[config.mk]
export PLATFORM = sky130hd
export DESIGN_NAME = sha256_compression_rounds_core
export DESIGN_NICKNAME = d
export VERILOG_FILES = /design/src/sv/shacr_pkg.sv /design/src/sv/shacr_round.sv /design/src/sv/shacr_digest_buf.sv /design/src/sv/sha256_compression_rounds_core.sv
export SDC_FILE = /design/constraint.sdc
export NUM_CORES = 2
export LEC_CHECK = 0
export ABC_AREA = 1
export BUFFER_PORTS_ARGS = -buffer_cell sky130_fd_sc_hd__buf_2
export CAP_MARGIN = 10
export CORE_AREA = 2 2 376 378
export CTS_BUF_LIST = sky130_fd_sc_hd__clkbuf_2
export DETAILED_ROUTE_END_ITERATION = 10
export DIE_AREA = 0 0 378 380
export PLACE_DENSITY = 0.72
export SYNTH_ARGS = -nofsm -noshare
export SYNTH_HDL_FRONTEND = slang
export SYNTH_HIERARCHICAL = 1
export SYNTH_SLANG_ARGS = --single-unit
[constraint.sdc]
create_clock -name clock -period 33.5 [get_ports clock]
set_clock_uncertainty 0.1 [all_clocks]
set_input_delay 10.05 -clock clock [delete_from_list [all_inputs] [get_ports clock]]
set_output_delay 10.05 -clock clock [all_outputs]
set_load 0.02 [all_outputs]
[src/sv/shacr_pkg.sv]
// shared types, constants and tables of the sha-256 compression round core
package shacr_pkg;

   localparam int WORD_BITS        = 32;
   localparam int DIGEST_WORDS     = 8;
   localparam int INDEX_BITS       = $clog2(DIGEST_WORDS);
   localparam int ROUNDS_PER_BLOCK = 64;
   localparam int ROUND_BITS       = $clog2(ROUNDS_PER_BLOCK);

   typedef logic [WORD_BITS-1:0]  word_type;
   typedef logic [ROUND_BITS-1:0] round_type;
   typedef logic [INDEX_BITS-1:0] index_type;
   typedef word_type words_type [DIGEST_WORDS];

   localparam round_type LAST_ROUND = round_type'(ROUNDS_PER_BLOCK - 1);
   localparam index_type LAST_INDEX = index_type'(DIGEST_WORDS - 1);

   typedef struct packed {
      logic [31:0] schedule_word;
      logic        message_start;
   } req_type;

   typedef struct packed {
      logic [2:0]  digest_index;
      logic [31:0] digest_word;
      logic        digest_last;
   } rsp_type;

   localparam words_type INIT_HASH = '{
      32'h6a09e667, 32'hbb67ae85, 32'h3c6ef372, 32'ha54ff53a,
      32'h510e527f, 32'h9b05688c, 32'h1f83d9ab, 32'h5be0cd19
   };

   localparam word_type ROUND_K [ROUNDS_PER_BLOCK] = '{
      32'h428a2f98, 32'h71374491, 32'hb5c0fbcf, 32'he9b5dba5,
      32'h3956c25b, 32'h59f111f1, 32'h923f82a4, 32'hab1c5ed5,
      32'hd807aa98, 32'h12835b01, 32'h243185be, 32'h550c7dc3,
      32'h72be5d74, 32'h80deb1fe, 32'h9bdc06a7, 32'hc19bf174,
      32'he49b69c1, 32'hefbe4786, 32'h0fc19dc6, 32'h240ca1cc,
      32'h2de92c6f, 32'h4a7484aa, 32'h5cb0a9dc, 32'h76f988da,
      32'h983e5152, 32'ha831c66d, 32'hb00327c8, 32'hbf597fc7,
      32'hc6e00bf3, 32'hd5a79147, 32'h06ca6351, 32'h14292967,
      32'h27b70a85, 32'h2e1b2138, 32'h4d2c6dfc, 32'h53380d13,
      32'h650a7354, 32'h766a0abb, 32'h81c2c92e, 32'h92722c85,
      32'ha2bfe8a1, 32'ha81a664b, 32'hc24b8b70, 32'hc76c51a3,
      32'hd192e819, 32'hd6990624, 32'hf40e3585, 32'h106aa070,
      32'h19a4c116, 32'h1e376c08, 32'h2748774c, 32'h34b0bcb5,
      32'h391c0cb3, 32'h4ed8aa4a, 32'h5b9cca4f, 32'h682e6ff3,
      32'h748f82ee, 32'h78a5636f, 32'h84c87814, 32'h8cc70208,
      32'h90befffa, 32'ha4506ceb, 32'hbef9a3f7, 32'hc67178f2
   };

endpackage

[src/sv/shacr_round.sv]
// one sha-256 compression round on the eight working words
module shacr_round
   import shacr_pkg::*;
(
   input  words_type work_cur,
   input  word_type  sched_word,
   input  word_type  round_const,
   output words_type work_nxt
);

   function automatic word_type rotr(input word_type x, input int unsigned n);
      rotr = (x >> n) | (x << (WORD_BITS - n));
   endfunction

   word_type big_s1;
   word_type big_s0;
   word_type choose;
   word_type major;
   word_type t1;
   word_type t2;

   always_comb begin
      big_s1 = rotr(work_cur[4], 6) ^ rotr(work_cur[4], 11) ^ rotr(work_cur[4], 25);
      big_s0 = rotr(work_cur[0], 2) ^ rotr(work_cur[0], 13) ^ rotr(work_cur[0], 22);
      choose = (work_cur[4] & work_cur[5]) ^ (~work_cur[4] & work_cur[6]);
      major  = (work_cur[0] & work_cur[1]) ^ (work_cur[0] & work_cur[2])
             ^ (work_cur[1] & work_cur[2]);
      t1 = work_cur[7] + big_s1 + choose + round_const + sched_word;
      t2 = big_s0 + major;

      work_nxt[7] = work_cur[6];
      work_nxt[6] = work_cur[5];
      work_nxt[5] = work_cur[4];
      work_nxt[4] = work_cur[3] + t1;
      work_nxt[3] = work_cur[2];
      work_nxt[2] = work_cur[1];
      work_nxt[1] = work_cur[0];
      work_nxt[0] = t1 + t2;
   end

endmodule

[src/sv/shacr_digest_buf.sv]
// digest hold buffer that sends the eight chaining words one per transaction
module shacr_digest_buf
   import shacr_pkg::*;
(
   input  logic      clock,
   input  logic      reset,
   input  logic      load,
   input  words_type load_words,
   output logic      rsp_valid,
   input  logic      rsp_stall,
   output rsp_type   rsp_payload
);

   words_type dig_ff;
   words_type dig_in;
   index_type cnt_ff;
   index_type cnt_in;
   logic      busy_ff;
   logic      busy_in;
   logic      take;

   assign take = busy_ff && !rsp_stall;

   always_comb begin
      dig_in  = dig_ff;
      cnt_in  = cnt_ff;
      busy_in = busy_ff;
      if (load) begin
         dig_in  = load_words;
         cnt_in  = '0;
         busy_in = 1'b1;
      end else if (take) begin
         // shift so the word to send always sits in slot zero
         for (int i = 0; i < DIGEST_WORDS - 1; i++) begin
            dig_in[i] = dig_ff[i+1];
         end
         cnt_in = cnt_ff + index_type'(1);
         if (cnt_ff == LAST_INDEX) begin
            busy_in = 1'b0;
         end
      end
   end

   always_ff @(posedge clock) begin
      if (reset) begin
         cnt_ff  <= '0;
         busy_ff <= 1'b0;
      end else begin
         cnt_ff  <= cnt_in;
         busy_ff <= busy_in;
      end
   end

   always_ff @(posedge clock) begin
      dig_ff <= dig_in;
   end

   assign rsp_valid                = busy_ff;
   assign rsp_payload.digest_index = cnt_ff;
   assign rsp_payload.digest_word  = dig_ff[0];
   assign rsp_payload.digest_last  = (cnt_ff == LAST_INDEX);

endmodule

[src/sv/sha256_compression_rounds_core.sv]
// sha-256 compression round core, one round per request transaction
//
// each request carries one expanded schedule word; the core applies one round
// per cycle to the working words, so requests can arrive each cycle while
// req_stall is low. message_start reloads the initial hash values before
// that round and makes it round 0 of a new message, dropping any partial
// block. after the 64th round the working words are added into the chaining
// value in the same cycle, and the eight chaining words go out on the
// response channel starting the cycle after that request, one word per cycle
// while rsp_stall is low, index 0 first, digest_last on index 7. throughput
// is one request per cycle unless req_stall is raised.
// the digest sits in a hold buffer, so requests of the next block keep
// flowing while the words drain. only if the buffer is still full while the
// round count stands at the final round is req_stall raised, until the last
// word has been taken; a long rsp_stall therefore backs up into the requests.
// synchronous reset loads the initial hash values, clears the round count
// and empties the hold buffer.
module sha256_compression_rounds_core
   import shacr_pkg::*;
(
   input  logic    clock,
   input  logic    reset,
   input  logic    req_valid,
   output logic    req_stall,
   input  req_type req_payload,
   output logic    rsp_valid,
   input  logic    rsp_stall,
   output rsp_type rsp_payload
);

   words_type work_ff;
   words_type work_in;
   words_type chain_ff;
   words_type chain_in;
   round_type round_ff;
   round_type round_in;

   words_type work_eff;
   words_type chain_eff;
   round_type round_eff;
   words_type work_rnd;
   words_type block_sum;
   logic      accept;
   logic      done;

   assign req_stall = rsp_valid && (round_ff == LAST_ROUND);
   assign accept    = req_valid && !req_stall;

   // a start flag restarts from the initial values before the round
   always_comb begin
      for (int i = 0; i < DIGEST_WORDS; i++) begin
         work_eff[i]  = req_payload.message_start ? INIT_HASH[i] : work_ff[i];
         chain_eff[i] = req_payload.message_start ? INIT_HASH[i] : chain_ff[i];
      end
   end
   assign round_eff = req_payload.message_start ? '0 : round_ff;
   assign done      = accept && (round_eff == LAST_ROUND);

   shacr_round u_round (
      .work_cur    (work_eff),
      .sched_word  (req_payload.schedule_word),
      .round_const (ROUND_K[round_eff]),
      .work_nxt    (work_rnd)
   );

   always_comb begin
      for (int i = 0; i < DIGEST_WORDS; i++) begin
         block_sum[i] = chain_eff[i] + work_rnd[i];
      end
   end

   always_comb begin
      work_in  = work_ff;
      chain_in = chain_ff;
      round_in = round_ff;
      if (accept) begin
         if (done) begin
            work_in  = block_sum;
            chain_in = block_sum;
            round_in = '0;
         end else begin
            work_in  = work_rnd;
            chain_in = chain_eff;
            round_in = round_eff + round_type'(1);
         end
      end
   end

   always_ff @(posedge clock) begin
      if (reset) begin
         work_ff  <= INIT_HASH;
         chain_ff <= INIT_HASH;
         round_ff <= '0;
      end else begin
         work_ff  <= work_in;
         chain_ff <= chain_in;
         round_ff <= round_in;
      end
   end

   shacr_digest_buf u_digest_buf (
      .clock       (clock),
      .reset       (reset),
      .load        (done),
      .load_words  (block_sum),
      .rsp_valid   (rsp_valid),
      .rsp_stall   (rsp_stall),
      .rsp_payload (rsp_payload)
   );

   // a finished block shows up as word 0 of a digest in the next cycle
   a_done_emits: assert property (@(posedge clock) disable iff (reset)
      done |=> rsp_valid && (rsp_payload.digest_index == '0))
      else $error("finished block did not start a digest");

   // a block can only finish while the hold buffer is free
   a_load_free: assert property (@(posedge clock) disable iff (reset)
      done |-> !rsp_valid)
      else $error("digest loaded over a pending digest");

   // words of one digest go out in index order
   a_index_step: assert property (@(posedge clock) disable iff (reset)
      rsp_valid && !rsp_stall && !rsp_payload.digest_last |=>
         rsp_valid && (rsp_payload.digest_index == $past(rsp_payload.digest_index) + 3'd1))
      else $error("digest index skipped");

   // after the last word the buffer is empty
   a_last_empties: assert property (@(posedge clock) disable iff (reset)
      rsp_valid && !rsp_stall && rsp_payload.digest_last |=> !rsp_valid)
      else $error("response valid after last digest word");

   // a round inside a block advances the round count by one
   a_round_step: assert property (@(posedge clock) disable iff (reset)
      accept && !req_payload.message_start && (round_ff != LAST_ROUND) |=>
         round_ff == $past(round_ff) + 6'd1)
      else $error("round count did not advance");

endmodule

---- Yosys cells after proc, flatten, opt, wreduce, memory -nomap -nowiden ----
Memories as Yosys holds them, arrays and structs flattened.
Cells that the tools add are included.
operators by class
  mux-type cells .......................... 27
  $add $sub $neg .......................... 17
  equality and inequality tests ........... 3
  magnitude comparators ................... 1
  bitwise logic cells ..................... 20
  reductions and logical operators ........ 10
operators with widths
  kind                                                            number
  32-bit 2-to-1 mux                                               18
  256-bit 2-to-1 mux                                              2
  32-bit adder                                                    15
  224-bit 2-to-1 mux                                              2
  32-bit bitwise XOR                                              7
  32-bit bitwise AND                                              5
  32-bit inverter                                                 1
  10-bit by 32-bit bitwise OR with 32-bit output                  1
  19-bit by 32-bit bitwise OR with 32-bit output                  1
  21-bit by 32-bit bitwise OR with 32-bit output                  1
  26-bit by 32-bit bitwise OR with 32-bit output                  1
  30-bit by 32-bit bitwise OR with 32-bit output                  1
  7-bit by 32-bit bitwise OR with 32-bit output                   1
  6-bit equality test (second input constant)                     2
  6-bit 2-to-1 mux                                                2
  7-bit >= comparator (second input constant)                     1
  6-bit inverter with 7-bit output                                1
  6-bit by 1-bit adder with 6-bit output (second input constant)  1
  1-bit logical AND                                               4
  2-bit nonzero test                                              2
  3-bit by 1-bit adder with 3-bit output (second input constant)  1
  3-bit equality test (second input constant)                     1
  1-bit 2-to-1 mux                                                3
  1-bit logical NOT                                               2
  other kinds (2)                                                 2
word-level totals
  memories kept ........................... 1
  bits in registers ....................... 778
  output and inout bits ................... 38
  bits of input ports ..................... 37
  bits in read-only memories .............. 2048
  word-level logic and storage cells ...... 106
memories
  memory            depth  width  rd ports  clocked after Yosys merged registers in  write ports  line                                  source
  (name not given)  64     32     1         0                                        0            sha256_compression_rounds_core.sv:62  .round_const (ROUND_K[round_eff]),

---- Depth between registers and ports, before layout ----
  depth in word-level cells ............... 11
  depth in mapped cells ................... 56
  depth with buffers taken out ............ 56

---- Cells and area by module ----
The synthesis kept the hierarchy.
modules (own cells, without submodules)
  module                          times used  seq. area each (um^2)  area each (um^2)  cells an instance
  sha256_compression_rounds_core  1           10369.9                44524.0           7380
  shacr_round                     1           0.0                    12494.5           1810
  shacr_digest_buf                1           7767.4                 10981.8           1036

---- Worst setup path before layout ----
No wires, ideal clock.
  path kind ............................... input -> register
  start ................................... in rsp_stall
  end ..................................... reg u_digest_buf/dig_ff[100] in the netlist's numbering (enable)
  stages .................................. 1
  path buffers ............................ 0
  setup time .............................. 1118 ps
  path slack .............................. 6625 ps
  data required time ...................... 32282 ps
  arrival ................................. 25656 ps
  cells stage by stage .................... o21ai_0
on the way
  longest elaborated chain between the ends .. 3
ends and longest elaborated chain
  what                          line                                  source
  from (decl)                   sha256_compression_rounds_core.sv:27  input logic rsp_stall,
  1-bit logical NOT             shacr_digest_buf.sv:22                assign take = busy_ff && !rsp_stall;
  1-bit logical AND             shacr_digest_buf.sv:22
  2-bit nonzero test (no line)  n/a
  to (signal assigned)          shacr_digest_buf.sv:55                dig_ff <= dig_in;
  to (decl)                     shacr_digest_buf.sv:14                words_type dig_ff;
Every way passes these cells.
A chain may end at the register's enable or synchronous reset.

==> flow_metrics.py <==
metrics = {
    "logic_synthesis": {
        "synthDistinctLibCells": 73,
        "ys.flop_type": "dfxtp_1",
        "synth_area_leader_cell": "nand2_1",
        "yosysWarnings": 6,
        "ys_seq_area_frac": 0.267,
        "synth_fa_ha_area_frac": 0.112,
        "synth_edf_count": 256,
        "synth.area.mux_share": 0.00361,
        "synth_compound_area_frac": 0.121,
        "synth_top_family_by_area": "simple AND/OR/NAND/NOR gates",
        "async_flop_share": 0,
        "synth-seq-cells": 778,
        "syn_avg_cell_area_um2": 6.65,
        "yosysTopAreaCellShare": 0.172,
        "synth_xor_area_frac": 0.0440,
        "syn-cell-area_um2": 68000,
        "synth_nets": 10775,
        "syn_inst": 10226,
        "synthTopCellsByArea": "nand2_1 (17%), dfxtp_1 (15%), edfxtp_1 (11%)",
        "synthSimpleGateAreaFrac": 0.315,
    },
    "grt": {
        "grtUsageMet1": 0.489,
        "grt_overflow": 0,
        "grt_max_degree": 138,
        "grt_busiest_layer": "met2",
        "grtUsageMet2": 0.629,
        "grt_util_met3": 0.0946,
        "antenna_found_initial": 16,
        "grt_pass1_vias": 65493,
        "grt_pass1_wl_um": 433000,
        "grt_usage": 0.410,
    },
    "worst_hold_path": {
        "hold_end": "u_digest_buf/rsp_payload[20]",
        "hp-class": "reg2reg",
        "worstHoldStart": "u_digest_buf/dig_ff[211]",
        "whs_path_depth": 2,
    },
    "floorplan": {
        "initial_core_util": 0.489,
        "die_x_um": 378,
        "rows": 137,
        "ios": 75,
        "fp.dieH_um": 380,
        "dieArea_um2": 144000,
        "core_area_um2": 139000,
    },
    "setup_path": {
        "required_ps": 34840,
        "crit_arrival_ps": 21670,
        "startpoint_type": "input pin",
        "cp_slowest_cell": "nor2_1",
        "end_kind": "register",
        "r2r-start": "round_ff[1]",
        "worstSetupPathType": "in2reg",
        "r2r-end": "u_digest_buf/rsp_payload[30]",
        "critical_path.max_stage_delay_ps": 1000,
        "cp_max_fo": 46,
        "reg2reg_slack_ps": 21270,
        "worstRegToRegCells": 43,
    },
    "sta": {
        "worst_pin_slew_ps": 1330,
        "hold_viol": 0,
        "rsz0062_at_grt": "no",
        "drv_slew": 0,
        "setup_violations": 0,
        "fin_tns_setup_ps": 0,
        "relSlewSlack": 0.115,
        "post-route-period-util": 0.607,
        "min_period_ps": 20330,
        "max_freq_mhz": 49.2,
    },
    "cts": {
        "cts-buffers-inserted": 212,
        "clock-sinks": 778,
        "cts_buffer_depth": 3,
        "cts_htree_levels": 4,
        "cts_tree": "built",
        "cts_hold_buf": 0,
        "clk_pin_slew_ps": 100,
        "clk_latency_ps": 1840,
        "post_cts_buffers": 0,
        "cts_resized": 0,
        "clock-root-buffer": "clkbuf_2",
    },
    "finish": {
        "final_common_cell": "nand2_1",
        "final_cell_mix": "nand2_1 (3,111), inv_1 (1,529), nor2_1 (774), nand3_1 (673), a21oi_1 (622)",
        "drive_gt1_frac": 0.0925,
        "syn2layout_area_growth_pct": 2.95,
        "finalNetCount": 10558,
        "fillers": 14656,
    },
    "detailed_routing": {
        "wl_per_cell_um": 24.9,
        "vias_per_cell": 5.62,
        "dr_total_vias": 67884,
        "drt_first_pass_iters": 6,
        "dr.first_iter.drc_count": 7113,
        "drc": 0,
        "wl_um": 300000,
        "drtAntennaViolNets": 0,
    },
    "placement": {
        "globalplace.congestion": 1.07,
        "dp_hpwl_um": 228000,
        "port_buffers": 74,
    },
    "outcome": {
        "outcome": "completed",
    },
    "job": {
        "cap_violations": 0,
    },
}
cell type report:
class | count | area, µm² | area share
Multi-Input combinational cell | 7305 | 40500 | 0.579
Clock buffer | 302 | 1510 | 0.0216
Clock inverter | 100 | 547 | 0.00781
Inverter | 1558 | 5890 | 0.0841
Timing Repair Buffer | 154 | 1020 | 0.0145
Sequential cell | 778 | 18100 | 0.259
Antenna cell | 7 | 17.5 | 0.000250
Tap cell | 1876 | 2350 | 0.0335
cells by family (layout without fill, tap and decap cells):
| logic type | count (synthesis) | count (layout) |
|---|---|---|
| simple gates | 5100 | 5100 |
| buf+inv | 2143 | 2114 |
| compound gates | 1308 | 1308 |
| flops | 778 | 778 |
| fa+ha+maj | 532 | 532 |
| xor+xnor | 341 | 341 |
| mux | 24 | 24 |
| other cells | 0 | 7 |
flip-flops by register name, summed over array words and instances (netlist names):
name,count
chain_ff,256
round_ff,6
u_digest_buf/cnt_ff,3
u_digest_buf/dig_ff,224
u_digest_buf/rsp_payload,32
u_digest_buf/rsp_valid,1
work_ff,256
critical path: cells and delay by family:
kind	cells	cell delay, ps
xor gates and xnor gates	2	1280
AOI/OAI and AO/OA	8	2170
buffers and inverters	8	1220
and+or+nand+nor	16	3080
adders and majority gates	9	3850
synth_stat cells (6+ instances only):
library cell and number:
a21o_1 27, a21oi_1 622, a21oi_2 7, a22oi_1 49
a22oi_2 133, a31oi_1 26, and2_1 116, buf_1 10
buf_2 97, buf_4 255, buf_6 30, clkbuf_1 190
dfxtp_1 522, edfxtp_1 256, fa_1 133, ha_1 379
inv_1 1529, inv_2 23, maj3_1 20, mux2i_1 20
nand2_1 3112, nand2_2 15, nand3_1 673, nand3b_1 50
nand4_1 43, nor2_1 780, nor3_1 62, nor4_1 6
o211ai_1 37, o21a_1 13, o21ai_0 287, o21ai_1 11
o21ai_2 10, o21bai_1 52, or2_2 221, xnor2_1 111
xor2_1 229
worst max-delay path by stage:
| stage | slack, ps | from | endpoint | depth (start not counted) |
|---|---|---|---|---|
| after floorplan | 6630 | rsp_stall | u_digest_buf/dig_ff[100] | 1 |
| after global placement | 11690 | req_payload[0] | u_digest_buf/rsp_payload[20] | 39 |
| after detailed placement | 11760 | req_payload[0] | u_digest_buf/rsp_payload[20] | 41 |
| after CTS | 13660 | req_payload[0] | u_digest_buf/rsp_payload[20] | 41 |
| after global routing | 12900 | req_payload[0] | u_digest_buf/rsp_payload[31] | 42 |
| final | 13170 | req_payload[0] | u_digest_buf/rsp_payload[30] | 43 |
through the flow:
stage / utilization / cell area, µm² / instances / setup slack (ps) / hold WS [ps]
after floorplan: - / 68000 / 10226 / 6630 / 334
after global placement: 0.488 / 67900 / 11671 / 11690 / 347
after detailed placement: 0.488 / 67900 / 11671 / 11760 / 357
after CTS: 0.503 / 70000 / 12073 / 13660 / 342
after global routing: 0.503 / 70000 / 12079 / 12900 / 384
final: 0.503 / 70000 / 12080 / 13170 / 347
layer usage:
metal,wire length (µm),up-vias,part of all wire
li1,-,31768,-
met5,207,-,0.00069
met4,29000,20,0.097
met3,26500,927,0.088
met1,115000,31761,0.38
met2,129000,3408,0.43
Power is not shown: default switching activity piles up to over one toggle a cycle in this logic, so the estimate is an artifact.
